<file path="src/design/jse_pkg.sv">
// Shared types, constants and helpers for the JSON string escaper.
package jse_pkg;

    localparam int CP_W        = 21;
    localparam int CHAR_W      = 7;
    localparam int HALF_W      = 16;
    localparam int IDX_W       = 4;
    localparam int QUEUE_DEPTH = 2;

    localparam logic [1:0] KIND_PLAIN = 2'd0;
    localparam logic [1:0] KIND_PAIR  = 2'd1;
    localparam logic [1:0] KIND_U1    = 2'd2;
    localparam logic [1:0] KIND_U2    = 2'd3;

    localparam logic [CHAR_W-1:0] CH_BSLASH = 7'h5C;
    localparam logic [CHAR_W-1:0] CH_QUOTE  = 7'h22;
    localparam logic [CHAR_W-1:0] CH_U      = 7'h75;
    localparam logic [CHAR_W-1:0] CH_N      = 7'h6E;
    localparam logic [CHAR_W-1:0] CH_R      = 7'h72;
    localparam logic [CHAR_W-1:0] CH_T      = 7'h74;
    localparam logic [CHAR_W-1:0] CH_B      = 7'h62;
    localparam logic [CHAR_W-1:0] CH_F      = 7'h66;

    localparam logic [CP_W-1:0]   CP_SPACE  = 21'h00020;
    localparam logic [CP_W-1:0]   CP_TILDE  = 21'h0007E;
    localparam logic [CP_W-1:0]   CP_BMP    = 21'h0FFFF;
    localparam logic [CP_W-1:0]   CP_SUPP   = 21'h10000;
    localparam logic [HALF_W-1:0] SUR_HIGH  = 16'hD800;
    localparam logic [HALF_W-1:0] SUR_LOW   = 16'hDC00;

    typedef struct packed {
        logic [1:0]        kind;
        logic [CHAR_W-1:0] lit;
        logic [HALF_W-1:0] hi;
        logic [HALF_W-1:0] lo;
        logic              last;
    } jse_desc_t;

    function automatic logic [CHAR_W-1:0] hex_char(input logic [3:0] nib);
        logic [CHAR_W-1:0] ext;
        ext = {3'b000, nib};
        if (nib < 4'd10)
        begin
            return 7'h30 + ext;
        end
        return 7'h57 + ext;
    endfunction

endpackage

</file>
<file path="src/design/jse_if.sv">
// Channel interfaces: code point input and escaped byte output.
interface jse_cp_if import jse_pkg::*; ();
    logic              valid;
    logic              ready;
    logic [CP_W-1:0]   code_point;
    logic              string_last;

    modport source (output valid, output code_point, output string_last, input ready);
    modport sink   (input valid, input code_point, input string_last, output ready);
endinterface

interface jse_byte_if import jse_pkg::*; ();
    logic              valid;
    logic              ready;
    logic [CHAR_W-1:0] out_char;
    logic              run_last;
    logic              string_end;

    modport source (output valid, output out_char, output run_last, output string_end,
                    input ready);
    modport sink   (input valid, input out_char, input run_last, input string_end,
                    output ready);
endinterface

</file>
<file path="src/design/json_string_escaper.sv">
// Top level of the JSON string escaper.
// Takes one code point per beat on cp_chan and emits its JSON-escaped form as
// 1 to 12 ASCII bytes on byte_chan, one byte per beat, with run_last on the
// final byte of each character and string_end where that character closed
// the string. Output runs at one byte per cycle while byte_chan is ready, set
// by the single output register in the back end: printable ASCII flows at
// one character per cycle, while a two-character escape is 2 bytes, a \u
// escape 6 and a surrogate pair 12. A character's first byte is offered once
// it has passed the queue slot and the output register. It keeps its slot in
// the QUEUE_DEPTH-entry descriptor queue until its last byte is loaded into
// the output register, so up to QUEUE_DEPTH - 1 more characters are taken
// during a run before input stalls. No state survives between characters.
module json_string_escaper import jse_pkg::*;
#(
    parameter int QUEUE_DEPTH = jse_pkg::QUEUE_DEPTH
)
(
    input  logic       clk,
    input  logic       rst_n,
    jse_cp_if.sink     cp_chan,
    jse_byte_if.source byte_chan
);

    logic      push;
    logic      pop;
    logic      q_full;
    logic      q_not_empty;
    jse_desc_t push_desc;
    jse_desc_t head;

    jse_front u_front (
        .cp_chan (cp_chan),
        .q_full  (q_full),
        .push    (push),
        .desc    (push_desc)
    );

    jse_queue #(
        .DEPTH (QUEUE_DEPTH)
    ) u_queue (
        .clk       (clk),
        .rst_n     (rst_n),
        .push      (push),
        .push_desc (push_desc),
        .pop       (pop),
        .full      (q_full),
        .not_empty (q_not_empty),
        .head      (head)
    );

    jse_back u_back (
        .clk         (clk),
        .rst_n       (rst_n),
        .q_not_empty (q_not_empty),
        .head        (head),
        .pop         (pop),
        .byte_chan   (byte_chan)
    );

endmodule

</file>
<file path="src/design/jse_front.sv">
// Front end: classify a code point into an escape descriptor.
module jse_front import jse_pkg::*;
(
    jse_cp_if.sink     cp_chan,
    input  logic       q_full,
    output logic       push,
    output jse_desc_t  desc
);

    logic [CP_W-1:0] cp;
    logic [CP_W-1:0] off;

    assign cp           = cp_chan.code_point;
    assign off          = cp - CP_SUPP;
    assign cp_chan.ready = !q_full;
    assign push         = cp_chan.valid && !q_full;

    always_comb
    begin
        desc.kind = KIND_PLAIN;
        desc.lit  = cp[CHAR_W-1:0];
        desc.hi   = cp[HALF_W-1:0];
        desc.lo   = SUR_LOW + {6'b000000, off[9:0]};
        desc.last = cp_chan.string_last;
        case (cp)
            21'h0005C:
            begin
                desc.kind = KIND_PAIR;
                desc.lit  = CH_BSLASH;
            end
            21'h00022:
            begin
                desc.kind = KIND_PAIR;
                desc.lit  = CH_QUOTE;
            end
            21'h0000A:
            begin
                desc.kind = KIND_PAIR;
                desc.lit  = CH_N;
            end
            21'h0000D:
            begin
                desc.kind = KIND_PAIR;
                desc.lit  = CH_R;
            end
            21'h00009:
            begin
                desc.kind = KIND_PAIR;
                desc.lit  = CH_T;
            end
            21'h00008:
            begin
                desc.kind = KIND_PAIR;
                desc.lit  = CH_B;
            end
            21'h0000C:
            begin
                desc.kind = KIND_PAIR;
                desc.lit  = CH_F;
            end
            default:
            begin
                if (cp < CP_SPACE)
                begin
                    desc.kind = KIND_U1;
                end
                else if (cp > CP_TILDE)
                begin
                    if (cp <= CP_BMP)
                    begin
                        desc.kind = KIND_U1;
                    end
                    else
                    begin
                        desc.kind = KIND_U2;
                        desc.hi   = SUR_HIGH + {5'b00000, off[20:10]};
                    end
                end
            end
        endcase
    end

endmodule

</file>
<file path="src/design/jse_queue.sv">
// Short descriptor queue between the front and back ends.
module jse_queue import jse_pkg::*;
#(
    parameter int DEPTH = QUEUE_DEPTH
)
(
    input  logic       clk,
    input  logic       rst_n,
    input  logic       push,
    input  jse_desc_t  push_desc,
    input  logic       pop,
    output logic       full,
    output logic       not_empty,
    output jse_desc_t  head
);

    localparam int PTR_W = (DEPTH > 1) ? $clog2(DEPTH) : 1;
    localparam int CNT_W = $clog2(DEPTH + 1);
    localparam logic [PTR_W-1:0] PTR_MAX = PTR_W'(DEPTH - 1);
    localparam logic [CNT_W-1:0] CNT_MAX = CNT_W'(DEPTH);

    jse_desc_t        slot_reg [DEPTH];
    logic [PTR_W-1:0] wr_ptr_reg, wr_ptr_next;
    logic [PTR_W-1:0] rd_ptr_reg, rd_ptr_next;
    logic [CNT_W-1:0] count_reg, count_next;

    assign full      = (count_reg == CNT_MAX);
    assign not_empty = (count_reg != '0);
    assign head      = slot_reg[rd_ptr_reg];

    always_comb
    begin
        wr_ptr_next = wr_ptr_reg;
        rd_ptr_next = rd_ptr_reg;
        count_next  = count_reg;
        if (push)
        begin
            wr_ptr_next = (wr_ptr_reg == PTR_MAX) ? '0 : wr_ptr_reg + 1'b1;
        end
        if (pop)
        begin
            rd_ptr_next = (rd_ptr_reg == PTR_MAX) ? '0 : rd_ptr_reg + 1'b1;
        end
        if (push && !pop)
        begin
            count_next = count_reg + 1'b1;
        end
        else if (pop && !push)
        begin
            count_next = count_reg - 1'b1;
        end
    end

    always_ff @(posedge clk or negedge rst_n)
    begin
        if (!rst_n)
        begin
            wr_ptr_reg <= '0;
            rd_ptr_reg <= '0;
            count_reg  <= '0;
        end
        else
        begin
            wr_ptr_reg <= wr_ptr_next;
            rd_ptr_reg <= rd_ptr_next;
            count_reg  <= count_next;
        end
    end

    always_ff @(posedge clk)
    begin
        if (push)
        begin
            slot_reg[wr_ptr_reg] <= push_desc;
        end
    end

endmodule

</file>
<file path="src/design/jse_back.sv">
// Back end: step through a descriptor and emit one escaped byte per beat.
module jse_back import jse_pkg::*;
(
    input  logic        clk,
    input  logic        rst_n,
    input  logic        q_not_empty,
    input  jse_desc_t   head,
    output logic        pop,
    jse_byte_if.source  byte_chan
);

    logic [IDX_W-1:0]  idx_reg, idx_next;
    logic              valid_reg, valid_next;
    logic [CHAR_W-1:0] char_reg;
    logic              run_last_reg;
    logic              string_end_reg;

    logic              load;
    logic              grp;
    logic [IDX_W-1:0]  pos;
    logic [HALF_W-1:0] val;
    logic [3:0]        nib;
    logic [CHAR_W-1:0] u_char;
    logic [CHAR_W-1:0] cur_char;
    logic [IDX_W-1:0]  end_idx;
    logic              is_end;

    assign load = q_not_empty && (!valid_reg || byte_chan.ready);
    assign grp  = (idx_reg >= 4'd6);
    assign pos  = grp ? idx_reg - 4'd6 : idx_reg;
    assign val  = grp ? head.lo : head.hi;

    always_comb
    begin
        case (pos)
            4'd2:    nib = val[15:12];
            4'd3:    nib = val[11:8];
            4'd4:    nib = val[7:4];
            default: nib = val[3:0];
        endcase
        case (pos)
            4'd0:    u_char = CH_BSLASH;
            4'd1:    u_char = CH_U;
            default: u_char = hex_char(nib);
        endcase
    end

    always_comb
    begin
        case (head.kind)
            KIND_PLAIN:
            begin
                cur_char = head.lit;
                end_idx  = 4'd0;
            end
            KIND_PAIR:
            begin
                cur_char = (idx_reg == '0) ? CH_BSLASH : head.lit;
                end_idx  = 4'd1;
            end
            KIND_U1:
            begin
                cur_char = u_char;
                end_idx  = 4'd5;
            end
            default:
            begin
                cur_char = u_char;
                end_idx  = 4'd11;
            end
        endcase
    end

    assign is_end = (idx_reg == end_idx);
    assign pop    = load && is_end;

    always_comb
    begin
        idx_next   = idx_reg;
        valid_next = valid_reg;
        if (load)
        begin
            valid_next = 1'b1;
            idx_next   = is_end ? '0 : idx_reg + 1'b1;
        end
        else if (byte_chan.ready)
        begin
            valid_next = 1'b0;
        end
    end

    always_ff @(posedge clk or negedge rst_n)
    begin
        if (!rst_n)
        begin
            idx_reg   <= '0;
            valid_reg <= 1'b0;
        end
        else
        begin
            idx_reg   <= idx_next;
            valid_reg <= valid_next;
        end
    end

    always_ff @(posedge clk)
    begin
        if (load)
        begin
            char_reg       <= cur_char;
            run_last_reg   <= is_end;
            string_end_reg <= is_end && head.last;
        end
    end

    assign byte_chan.valid      = valid_reg;
    assign byte_chan.out_char   = char_reg;
    assign byte_chan.run_last   = run_last_reg;
    assign byte_chan.string_end = string_end_reg;

endmodule
</file>
<file path="src/flat_wrapper.sv">
// flat-port wrapper written by rule: the top's interface ports become plain ports
module json_string_escaper_flat import jse_pkg::*;
#(
    parameter int QUEUE_DEPTH = jse_pkg::QUEUE_DEPTH
)
  (clk, rst_n, cp_chan_valid, cp_chan_code_point, cp_chan_string_last, cp_chan_ready, byte_chan_valid, byte_chan_out_char, byte_chan_run_last, byte_chan_string_end, byte_chan_ready);
  jse_cp_if cp_chan_i ();
  jse_byte_if byte_chan_i ();
  input  logic clk;
  input  logic rst_n;
  input wire logic [$bits(cp_chan_i.valid)-1:0] cp_chan_valid;
  input wire logic [$bits(cp_chan_i.code_point)-1:0] cp_chan_code_point;
  input wire logic [$bits(cp_chan_i.string_last)-1:0] cp_chan_string_last;
  output wire logic [$bits(cp_chan_i.ready)-1:0] cp_chan_ready;
  output wire logic [$bits(byte_chan_i.valid)-1:0] byte_chan_valid;
  output wire logic [$bits(byte_chan_i.out_char)-1:0] byte_chan_out_char;
  output wire logic [$bits(byte_chan_i.run_last)-1:0] byte_chan_run_last;
  output wire logic [$bits(byte_chan_i.string_end)-1:0] byte_chan_string_end;
  input wire logic [$bits(byte_chan_i.ready)-1:0] byte_chan_ready;
  assign cp_chan_i.valid = cp_chan_valid;
  assign cp_chan_i.code_point = cp_chan_code_point;
  assign cp_chan_i.string_last = cp_chan_string_last;
  assign cp_chan_ready = cp_chan_i.ready;
  assign byte_chan_valid = byte_chan_i.valid;
  assign byte_chan_out_char = byte_chan_i.out_char;
  assign byte_chan_run_last = byte_chan_i.run_last;
  assign byte_chan_string_end = byte_chan_i.string_end;
  assign byte_chan_i.ready = byte_chan_ready;
  json_string_escaper #(.QUEUE_DEPTH(QUEUE_DEPTH)) u_core (.clk(clk), .rst_n(rst_n), .cp_chan(cp_chan_i), .byte_chan(byte_chan_i));
endmodule
</file>
<file path="config.mk">
export PLATFORM = sky130hd
export DESIGN_NAME = json_string_escaper_flat
export DESIGN_NICKNAME = d
export VERILOG_FILES = /design/src/design/jse_pkg.sv /design/src/design/jse_if.sv /design/src/design/json_string_escaper.sv /design/src/design/jse_front.sv /design/src/design/jse_queue.sv /design/src/design/jse_back.sv /design/src/flat_wrapper.sv
export SDC_FILE = /design/constraint.sdc
export NUM_CORES = 1
export LEC_CHECK = 0
export BUFFER_PORTS_ARGS = -buffer_cell sky130_fd_sc_hd__buf_4
export CAP_MARGIN = 40
export CORE_MARGIN = 3
export CORE_UTILIZATION = 58
export CTS_BUF_LIST = sky130_fd_sc_hd__clkbuf_8 sky130_fd_sc_hd__clkbuf_16
export DETAILED_ROUTE_END_ITERATION = 7
export GPL_TIMING_DRIVEN = 1
export PLACE_DENSITY = 0.78
export RECOVER_POWER = 25
export REMOVE_ABC_BUFFERS = 1
export SLEW_MARGIN = 20
export SYNTH_ARGS = -nofsm -noshare
export SYNTH_HDL_FRONTEND = slang
export SYNTH_SLANG_ARGS = --single-unit
</file>
<file path="constraint.sdc">
create_clock -name clk -period 3.6 [get_ports clk]
set_input_delay 0.18 -clock clk [delete_from_list [all_inputs] [get_ports clk]]
set_output_delay 0.18 -clock clk [all_outputs]
set_load 0.03 [all_outputs]
</file>
* After elaboration in Yosys (flattened, before gate mapping)
Memories as Yosys holds them, arrays and structs flattened.
Cells that the tools add are included.
** Cells by class
- Multipliers :: 0
- Shift operators :: 0
- Magnitude comparators :: 5
- Bitwise logic cells :: 0
- Divide/modulo/power cells :: 0
- Muxes and demuxes :: 29
- Eq/ne operators :: 15
- $add $sub $neg :: 11
- Reduce and logical (&&, ||, !) cells :: 19
** Operators with widths (count)
- 21-bit by 4-bit == test with 1-bit output, second input constant :: 5
- 16-bit two-way mux :: 5
- 7-bit case mux with 7 select lines :: 1
- 7-bit case mux with 2 select lines :: 2
- 4-bit case mux with 3 select lines :: 2
- 21-bit by 6-bit == test with 1-bit output, second input constant :: 1
- 21-bit by 7-bit == test with 1-bit output, second input constant :: 1
- 21-bit by 7-bit greater-than comparator with 1-bit output, second input constant :: 1
- 21-bit by 16-bit less-or-equal comparator with 1-bit output, second input constant :: 1
- 21-bit by 6-bit < comparator with 1-bit output, second input constant :: 1
- 7-bit two-way mux :: 3
- 21-bit by 17-bit subtractor with 21-bit output, second input constant :: 1
- 15-bit by 11-bit adder with 16-bit output, first input constant :: 1
- 15-bit by 12-bit adder with 16-bit output, first input constant :: 1
- 2-bit two-way mux :: 5
- 1-bit two-way mux :: 9
- 4-bit by 2-bit == test with 1-bit output, second input constant :: 2
- 4-bit logical NOT :: 2
- 4-bit two-way mux :: 2
- 6-bit by 4-bit adder with 7-bit output, first input constant :: 1
- 7-bit by 4-bit adder with 7-bit output, first input constant :: 1
- 7-bit OR reduction :: 1
- 1-bit logical AND :: 6
- 2-bit nonzero test :: 3
- other kinds (16) :: 21
** Word-level totals
- RAM bits :: 84
- Output and inout port bits :: 11
- Memory bits (read-only) :: 0
- Memories :: 1
- Logic and storage cells :: 88
- Bits of input ports :: 26
- Latch bits :: 0
- Bits in registers :: 18
** Memory list
- u_core.u_queue.slot_reg :: words 2, bits a word 42, read ports 1, clocked after Yosys merged registers in 0, wr ports 1, RTL line jse_queue.sv:22 : jse_desc_t slot_reg [DEPTH];

* Depth between registers and ports, before layout
Gate-level depths: netlist of run 1.
- Word-level depth :: 10
- Depth in mapped cells :: 11
- Depth with buffers taken out :: 10

* Cells and area by module
A second synthesis of run 1 with hierarchy kept.
** Second synthesis, totals
- Cells, all modules :: 385
- Area, all modules :: 5445.2 um^2
** By module, submodules not included
- jse_queue :: area each 3422.0 um^2, times used 1, cells each 147, seq. area each 2622.5 um^2
- jse_back :: area each 1275.0 um^2, times used 1, cells each 132, seq. area each 395.4 um^2
- jse_front :: area each 748.2 um^2, times used 1, cells each 106, seq. area each 0.0 um^2

* Worst setup path after synthesis of run 1
OpenSTA, ideal clock, no wires.
- Kind :: flip-flop to flip-flop
- Start :: reg u_core.u_queue.count_reg[0]
- End :: mem u_core.u_queue.slot_reg[0][0] in the netlist's numbering (enable)
- Stages on the path, launching flop included :: 4
- Slack :: 0.739 ns
- Arrival :: 2.432 ns
- Clock period less this slack :: 2.861 ns
- Required time :: 3.171 ns
- Path through :: dfrtp_1 -> nand2b_1 -> nand2_1 -> nor2_1
** On the way
- Longest elaborated chain between the ends :: 5
** RTL lines
- start, declared :: RTL line jse_queue.sv:25 : logic [CNT_W-1:0] count_reg, count_next;
- start signal, assigned :: RTL line jse_queue.sv:66 : count_reg <= count_next;
- 2-bit == test :: RTL line jse_queue.sv:27 : assign full = (count_reg == CNT_MAX);
- 1-bit logical NOT
- named net cp_chan_ready :: RTL line flat_wrapper.sv:14 : output wire logic [$bits(cp_chan_i.ready)-1:0] cp_chan_ready;
- 1-bit logical AND :: RTL line jse_front.sv:16 : assign push = cp_chan.valid && !q_full;
- 1-bit two-way mux :: RTL line jse_queue.sv:72 : if (push)
- 1-bit two-way mux (implied by the code) :: RTL line jse_queue.sv:74 : slot_reg[wr_ptr_reg] <= push_desc;
- end, declared :: RTL line jse_queue.sv:22
The timed path passes the listed nets, and every way through them passes these cells.

* Worst setup path in the final report of run 1
- Start :: reg u_core.u_back.idx_reg[0]
- End :: reg u_core.u_back.char_reg[2] (netlist: u_core.u_back.byte_chan.out_char[2]), data pin
** On the way
- Longest elaborated chain between the ends :: 10
** RTL lines
- start, declared :: RTL line jse_back.sv:12 : logic [IDX_W-1:0] idx_reg, idx_next;
- start signal, assigned :: RTL line jse_back.sv:101 : idx_reg <= idx_next;
- 4-bit by 3-bit subtractor with 4-bit output / 4-bit by 3-bit >= comparator with 1-bit output (equally long branches) :: RTL line jse_back.sv:30, jse_back.sv:29
- 4-bit two-way mux :: RTL line jse_back.sv:30 : assign pos = grp ? idx_reg - 4'd6 : idx_reg;
- 4-bit by 3-bit == test with 1-bit output / 4-bit by 2-bit == test with 1-bit output (equally long branches) :: RTL line jse_back.sv:35 : case (pos)
- 4-bit case mux with 3 select lines :: RTL line jse_back.sv:35
- 4-bit < comparator :: RTL line jse_pkg.sv:42 : if (nib < 4'd10)
- 1-bit two-way mux :: RTL line jse_pkg.sv:42
- 1-bit two-way mux :: RTL line jse_back.sv:41 : case (pos)
- 7-bit two-way mux :: RTL line jse_pkg.sv:46 : return 7'h57 + ext;
- 7-bit case mux with 2 select lines :: RTL line jse_back.sv:41
- 7-bit case mux with 2 select lines (*) :: RTL line jse_back.sv:50 : case (head.kind)
- named net u_core.u_back.cur_char[2] :: RTL line jse_back.sv:24 : logic [CHAR_W-1:0] cur_char;
- end signal, assigned :: RTL line jse_back.sv:110 : char_reg <= cur_char;
- end, declared :: RTL line jse_back.sv:14 : logic [CHAR_W-1:0] char_reg;
Mark *: on every way through the listed nets, which the timed path passes. The rest lies on a longest branch. The select of a mux whose other input is x is not followed.
A chain may end at the register's enable or synchronous reset.

==> results of run 1 <==
tightest hold or removal path: stages:
cell      delay, ns
buf_4          0.07
nand2b_1       0.10
nand2_1        0.05
path summary, 6_finish.rpt:
kind	start	endpoint	slack, ns	depth (start not counted)
max in group asynchronous	rst_n	u_core.u_back.idx_reg[3]	2.98	2
worst min-delay path	byte_chan_ready	u_core.u_back.byte_chan.valid	0.08	3
worst max-delay path	u_core.u_back.idx_reg[0]	u_core.u_back.byte_chan.out_char[2]	0.70	9
worst max register to register	u_core.u_back.idx_reg[0]	u_core.u_back.byte_chan.out_char[2]	0.70	9
min in group asynchronous	rst_n	u_core.u_back.idx_reg[1]	0.29	2
worst min register to register	u_core.u_back.byte_chan.valid	u_core.u_back.byte_chan.valid	0.50	2
layout make-up:
| class | instances | area, sq um | share of cell area (%) |
|---|---|---|---|
| Clock buffer | 9 | 123.9 | 2.533 |
| Clock inverter | 7 | 52.55 | 1.075 |
| Inverter | 11 | 41.29 | 0.8444 |
| Multi-Input combinational cell | 203 | 1613 | 32.98 |
| Sequential cell | 90 | 2658 | 54.35 |
| Tap cell | 99 | 123.9 | 2.533 |
| Timing Repair Buffer | 44 | 277.8 | 5.681 |
metal layers:
layer,share of wire [%],up-vias,global-route usage [%],wire (um)
met5,0,-,0,0
met4,1.9,0,7.204,163
met3,5.9,13,5.229,499
met2,48,87,33.77,4004
met1,45,1321,29.12,3759
li1,-,1306,-,-
cells by family after synthesis:
family                     synth area share (%)
buffers and inverters                     2.868
AOI/OAI and AO/OA                         9.654
muxes                                     12.12
DFF                                       60.31
adders and majority gates                 1.987
xor gates and xnor gates                  1.789
and+or+nand+nor                           11.27
synthesized netlist by cell type (5+ instances only):
cell	n
inv_1	11
nor2_1	15
a21oi_1	15
mux2_2	11
ha_1	7
o21ai_0	10
edfxtp_1	81
nand2b_1	10
mux2i_1	14
nand2_1	27
nor3_1	5
dfrtp_1	9
mux4_2	10
nand4_1	6
xor2_1	5
power by group through the flow:
stage,clock network (W),registers [W],logic [W]
5_1_grt,0.000685,0.00167,0.00188
6_report,0.000624,0.00164,0.00172
4_1_cts,0.000637,0.00164,0.00178
3_5_place_dp,0,0.00166,0.00177
3_3_place_gp,0,0.00165,0.00172
2_1_floorplan,0,0.00181,0.00110
metrics by stage:
| step | hold WS, ns | util [%] | std cells | area (sq um) |
|---|---|---|---|---|
| floorplan | -0.1156 | - | 304 | 4322 |
| global placement | 0.008403 | 65.11 | 444 | 4773 |
| detailed placement | 0.01055 | 65.39 | 445 | 4793 |
| CTS | 0.02305 | 68.07 | 463 | 4990 |
| global route | 0.07437 | 66.70 | 463 | 4890 |
| finish | 0.08038 | 66.70 | 463 | 4890 |
==> impl_metrics.toml, run 1 <==
[yosys]
synthesis.area_sq_um = 4407
async_reset_ff_share_pct = 10.00
ys_seq_area_share_pct = 60.31
yosys_warnings = 0
yosysTopAreaCell = "edfxtp_1"
synthTopCellsByArea = "edfxtp_1 (55%), dfrtp_1 (5.1%), mux4_2 (5.1%)"
synth_seq_cells = 90
syn_area_per_cell_sq_um = 13.99
synth-edff-count = 81
yosysUniqueCellTypes = 59
synthCells = 315
netlist.area_leader.share_pct = 55.20
synthFlopType = "edfxtp_1"

[clocking]
cts_sinks = 90
clkLatencyLatePin_ns = 0.35
post-cts-setup-buffers = 0
cts_resized = 0
clkTransAtPathRegs_ns = 0.09
cts.htree.levels = 3
cts_buffers = 9
cts-hold-fix-buffers = 2
cts_tree = "built"
cts_root_buffer = "clkbuf_8"
clock_path_buffers = 2

[final_layout]
syn_to_final_growth_pct = 10.96
final_cell_mix = "edfxtp_1 (81), nand2_1 (27), clkbuf_1 (22)"
nets = 392
layout-drive-gt1-share_pct = 19.51
final_common_cell = "edfxtp_1"
largest_reg_flops = 72
num_antenna_cells = 0
fillers = 536

[timing]
finalMaxSlewViolations = 0
tns_ns = 0
timing.final.ws_setup_ns = 0.7035
period_minus_slack_ns = 2.896
worstMarginPinSlew_ns = 0.5303
slew_headroom_pct = 64.65
finalCritPeriodShare_pct = 80.46
setup_violations = 0
finalHoldViolations = 0
fin_skew_ns = 0.01669
rsz0062_at_grt = "false"
fmax_ghz = 0.3452

[power_and_ir_drop]
netSwitchingPower_w = 0.001525
p_comb_share_pct = 43.2
p_total_w = 0.003980
swShare_pct = 38.32
internal_power_w = 0.002455
p_seq_share_pct = 41.1
ir_worst_vdd_v = 0.0003728
clkPwrFrac_pct = 15.7
power_density_nw_per_um2 = 814.0
total_leakage_power_nw = 1.674

[setup_path]
endpoint_kind = "flip-flop"
crit_required_ns = 3.72
crit_top_cell = "ha_1"
slowest_stage = "mux4_2"
startpoint_type = "flip-flop"
cp_cell_sequence = "inv_1 > ha_1 > o21a_1 > nor2_2 > mux4_2 > a221oi_4 > ha_1 > a21oi_1 > o31a_1"
crit_buf_inv = 1
path_max_fanout = 9
cp_slowest_stage_delay_ns = 0.42
path_class = "reg -> reg"
arrival_ns = 3.01
cp_top_family = "compound AO/OA/AOI/OAI gates"

[global_route]
grt_use_total_pct = 21.32
grt_max_degree = 37
grt_first_pass_wirelength_um = 13900
antenna_found_initial = 0
gr-total-overflow = 0
grt_pass1_vias = 2704

[floorplanning]
core_sq_um = 7331
dieArea_sq_um = 8680
die_y_um = 93.17
ios = 37
fp-row-count = 31
die_w_um = 93.17
initial_core_util_pct = 60.11

[route]
drtIter0Drc = 179
wl_um = 8427
drc_errors = 0
vias = 2727
drtAntennaViolNets = 0
firstDrtPassIters = 4
wl_per_cell_um = 18.20
via_per_inst = 5.890

[place]
place_ws_ns = 0.7365
dp_hpwl_um = 5886
port_buffers = 36
gp_congestion = 0.8875

[job]
maxCapViolCount = 0

[status]
status = "complete, no violations"

[min_path]
hold_class = "in -> reg"
No activity file was read; power rests on OpenSTA's default activity.
==> run 2: changes to the inputs <==
--- a/config.mk
+++ b/config.mk
@@ -5,6 +5,7 @@
 export SDC_FILE = /design/constraint.sdc
 export NUM_CORES = 1
 export LEC_CHECK = 0
+export ABC_AREA = 1
 export BUFFER_PORTS_ARGS = -buffer_cell sky130_fd_sc_hd__buf_4
 export CAP_MARGIN = 40
 export CORE_MARGIN = 3
@@ -12,7 +13,7 @@
 export CTS_BUF_LIST = sky130_fd_sc_hd__clkbuf_8 sky130_fd_sc_hd__clkbuf_16
 export DETAILED_ROUTE_END_ITERATION = 7
 export GPL_TIMING_DRIVEN = 1
-export PLACE_DENSITY = 0.78
+export PLACE_DENSITY = 0.77
 export RECOVER_POWER = 25
 export REMOVE_ABC_BUFFERS = 1
 export SLEW_MARGIN = 20
==> constraint.sdc (replaced) <==
create_clock -name clk -period 2.9 [get_ports clk]
set_input_delay 0.145 -clock clk [delete_from_list [all_inputs] [get_ports clk]]
set_output_delay 0.145 -clock clk [all_outputs]
set_load 0.03 [all_outputs]
==> impl_metrics.toml, run 2 <==
[timing]
setup_violations = 0
period_minus_slack_ns = 2.478
finalHoldViolations = 0
worstMarginPinSlew_ns = 0.8470
fmax_ghz = 0.4036
tns_ns = 0
rsz0062_at_grt = "false"
fin_skew_ns = 0.01473
slew_headroom_pct = 43.53
finalCritPeriodShare_pct = 85.43
finalMaxSlewViolations = 0

[yosys]
yosysMostFrequentCell = "nand2_1"
syn_area_per_cell_sq_um = 9.305
async_reset_ff_share_pct = 10.00
yosys_warnings = 0
synth_common_cells = "nand2_1 (164), edfxtp_1 (81), nor2_1 (48)"
ys_seq_area_share_pct = 55.24
synth_seq_cells = 90
netlist.area_leader.share_pct = 50.56
synthCells = 517
yosysTopAreaCell = "edfxtp_1"
synthFlopType = "edfxtp_1"
synthesis.area_sq_um = 4811
synthTopCellsByArea = "edfxtp_1 (51%), nand2_1 (13%), dfrtp_1 (4.7%)"
synth-edff-count = 81
yosysUniqueCellTypes = 39

[floorplanning]
ios = 37
dieArea_sq_um = 9424
initial_core_util_pct = 60.99
core_sq_um = 7888
fp-row-count = 32
die_y_um = 97.08
die_w_um = 97.08

[clocking]
cts_sinks = 90
cts_buffers = 9
clock_path_buffers = 2
post-cts-setup-buffers = 0
cts.htree.levels = 3
clkLatencyLatePin_ns = 0.36
clkTransAtPathRegs_ns = 0.09
cts_tree = "built"
cts_root_buffer = "clkbuf_8"

[setup_path]
reg2reg_from = "u_core.u_back.idx_reg[0]"
startpoint_type = "flip-flop"
critPathLaunch = "u_core.u_back.idx_reg[0]"
crit_required_ns = 3.04
path_max_fanout = 19
arrival_ns = 2.61
endpoint_kind = "flip-flop"
path_class = "reg -> reg"

[final_layout]
largest_reg_flops = 72
num_antenna_cells = 0
final_area_sq_um = 5380
nets = 600
final_cell_mix = "nand2_1 (164), edfxtp_1 (81), nor2_1 (46)"
layout-drive-gt1-share_pct = 14.51
final_common_cell = "nand2_1"
syn_to_final_growth_pct = 11.83

[route]
wl_um = 10200
drtAntennaViolNets = 0
firstDrtPassIters = 5
vias = 3705
via_per_inst = 5.497
drc_errors = 0
drtIter0Drc = 379
wl_per_cell_um = 15.13

[power_and_ir_drop]
total_leakage_power_nw = 2.253
p_total_w = 0.005712
ir_worst_vdd_v = 0.0004236
power_density_nw_per_um2 = 1062

[place]
placement.cell_area_sq_um = 5213
dp_hpwl_um = 7531
port_buffers = 36
gp_congestion = 0.9055

[min_path]
holdCritStartpoint = "cp_chan_code_point[10]"
hold_class = "in -> reg"

[global_route]
grt_max_degree = 38
grt_first_pass_wirelength_um = 16960
grt_pass1_vias = 3493
gr-total-overflow = 0
grt_use_total_pct = 22.63
antenna_found_initial = 0

[job]
maxCapViolCount = 0

[status]
status = "complete, no violations"
[run 2: cells by family after synthesis]
kind of cell    after synthesis  synth area share [%]
fa+ha+maj                     7                 1.820
mux                           3                0.6242
xor+xnor                      6                 1.092
simple gates                298                 29.28
flops                        90                 55.24
compound gates               50                 6.190
buf+inv                      63                 5.747
[run 2: metal layers]
layer	routed length (um)	part of all wire, %	vias up	GRT usage (%)
met5	0	0	-	0
met4	252	2.5	0	8.423
met3	529	5.2	19	4.020
met2	4897	48	131	37.37
met1	4517	44	1726	30.00
li1	-	-	1829	-
[run 2: path summary, 6_finish.rpt]
| path | endpoint | slack [ns] | cells past startpoint |
|---|---|---|---|
| max in group asynchronous | u_core.u_queue.wr_ptr_reg | 2.31 | 2 |
| worst max register to register | u_core.u_back.byte_chan.out_char[2] | 0.42 | 17 |
| worst max-delay path | u_core.u_back.byte_chan.out_char[2] | 0.42 | 17 |
| worst min-delay path | u_core.u_queue.slot_reg[1][17] | 0.13 | 3 |
| min in group asynchronous | u_core.u_queue.count_reg[1] | 0.25 | 2 |
| worst min register to register | u_core.u_queue.count_reg[0] | 0.50 | 1 |
[run 2: what timing repair did]
item | CTS | global route
hold endpoints to repair | 17 | 0
hold buffers | 5 | 0
resized for setup | 0 | 0
[run 2: stage by stage]
| stage | instances | utilization (%) | hold WS (ns) | worst slack [ns] |
|---|---|---|---|---|
| 2_1_floorplan | 508 | - | -0.1506 | 0.1144 |
| 3_3_place_gp | 653 | 66.09 | -0.02173 | 0.5160 |
| 3_5_place_dp | 653 | 66.09 | -0.02093 | 0.4482 |
| 4_1_cts | 674 | 69.26 | 0.005369 | 0.4280 |
| 5_1_grt | 674 | 68.21 | 0.1384 | 0.1600 |
| 6_report | 674 | 68.21 | 0.1320 | 0.4225 |
[run 2: final cells by class]
| class | instances | area, sq um |
|---|---|---|
| Sequential cell | 90 | 2658 |
| Fill cell | 634 | 2507 |
| Multi-Input combinational cell | 364 | 1892 |
| Timing Repair Buffer | 48 | 290.3 |
| Inverter | 54 | 212.7 |
| Tap cell | 102 | 127.6 |
| Clock buffer | 9 | 123.9 |
| Clock inverter | 7 | 76.32 |
[run 2: critical path, cell delays in order, from the launching register on]
cell and delay [ns]:
dfrtp_1 0.44, inv_1 0.14, ha_1 0.22, inv_1 0.10, nand3_4 0.12, nand2_4 0.20
inv_4 0.07, nand2_1 0.06, nand2_1 0.05, nand2_1 0.06, nand3_1 0.08, nor2_2 0.16
ha_1 0.22, nand2_1 0.06, o21ai_0 0.07, nand3_1 0.10, nand2_1 0.06, inv_1 0.03
[run 2: power by group]
group	switching, W	internal, W	leakage [nW]	total, W
clock network	0.000464	0.000406	0.102	0.000870
registers	0.000146	0.00187	0.853	0.00201
logic	0.00195	0.000881	1.30	0.00283
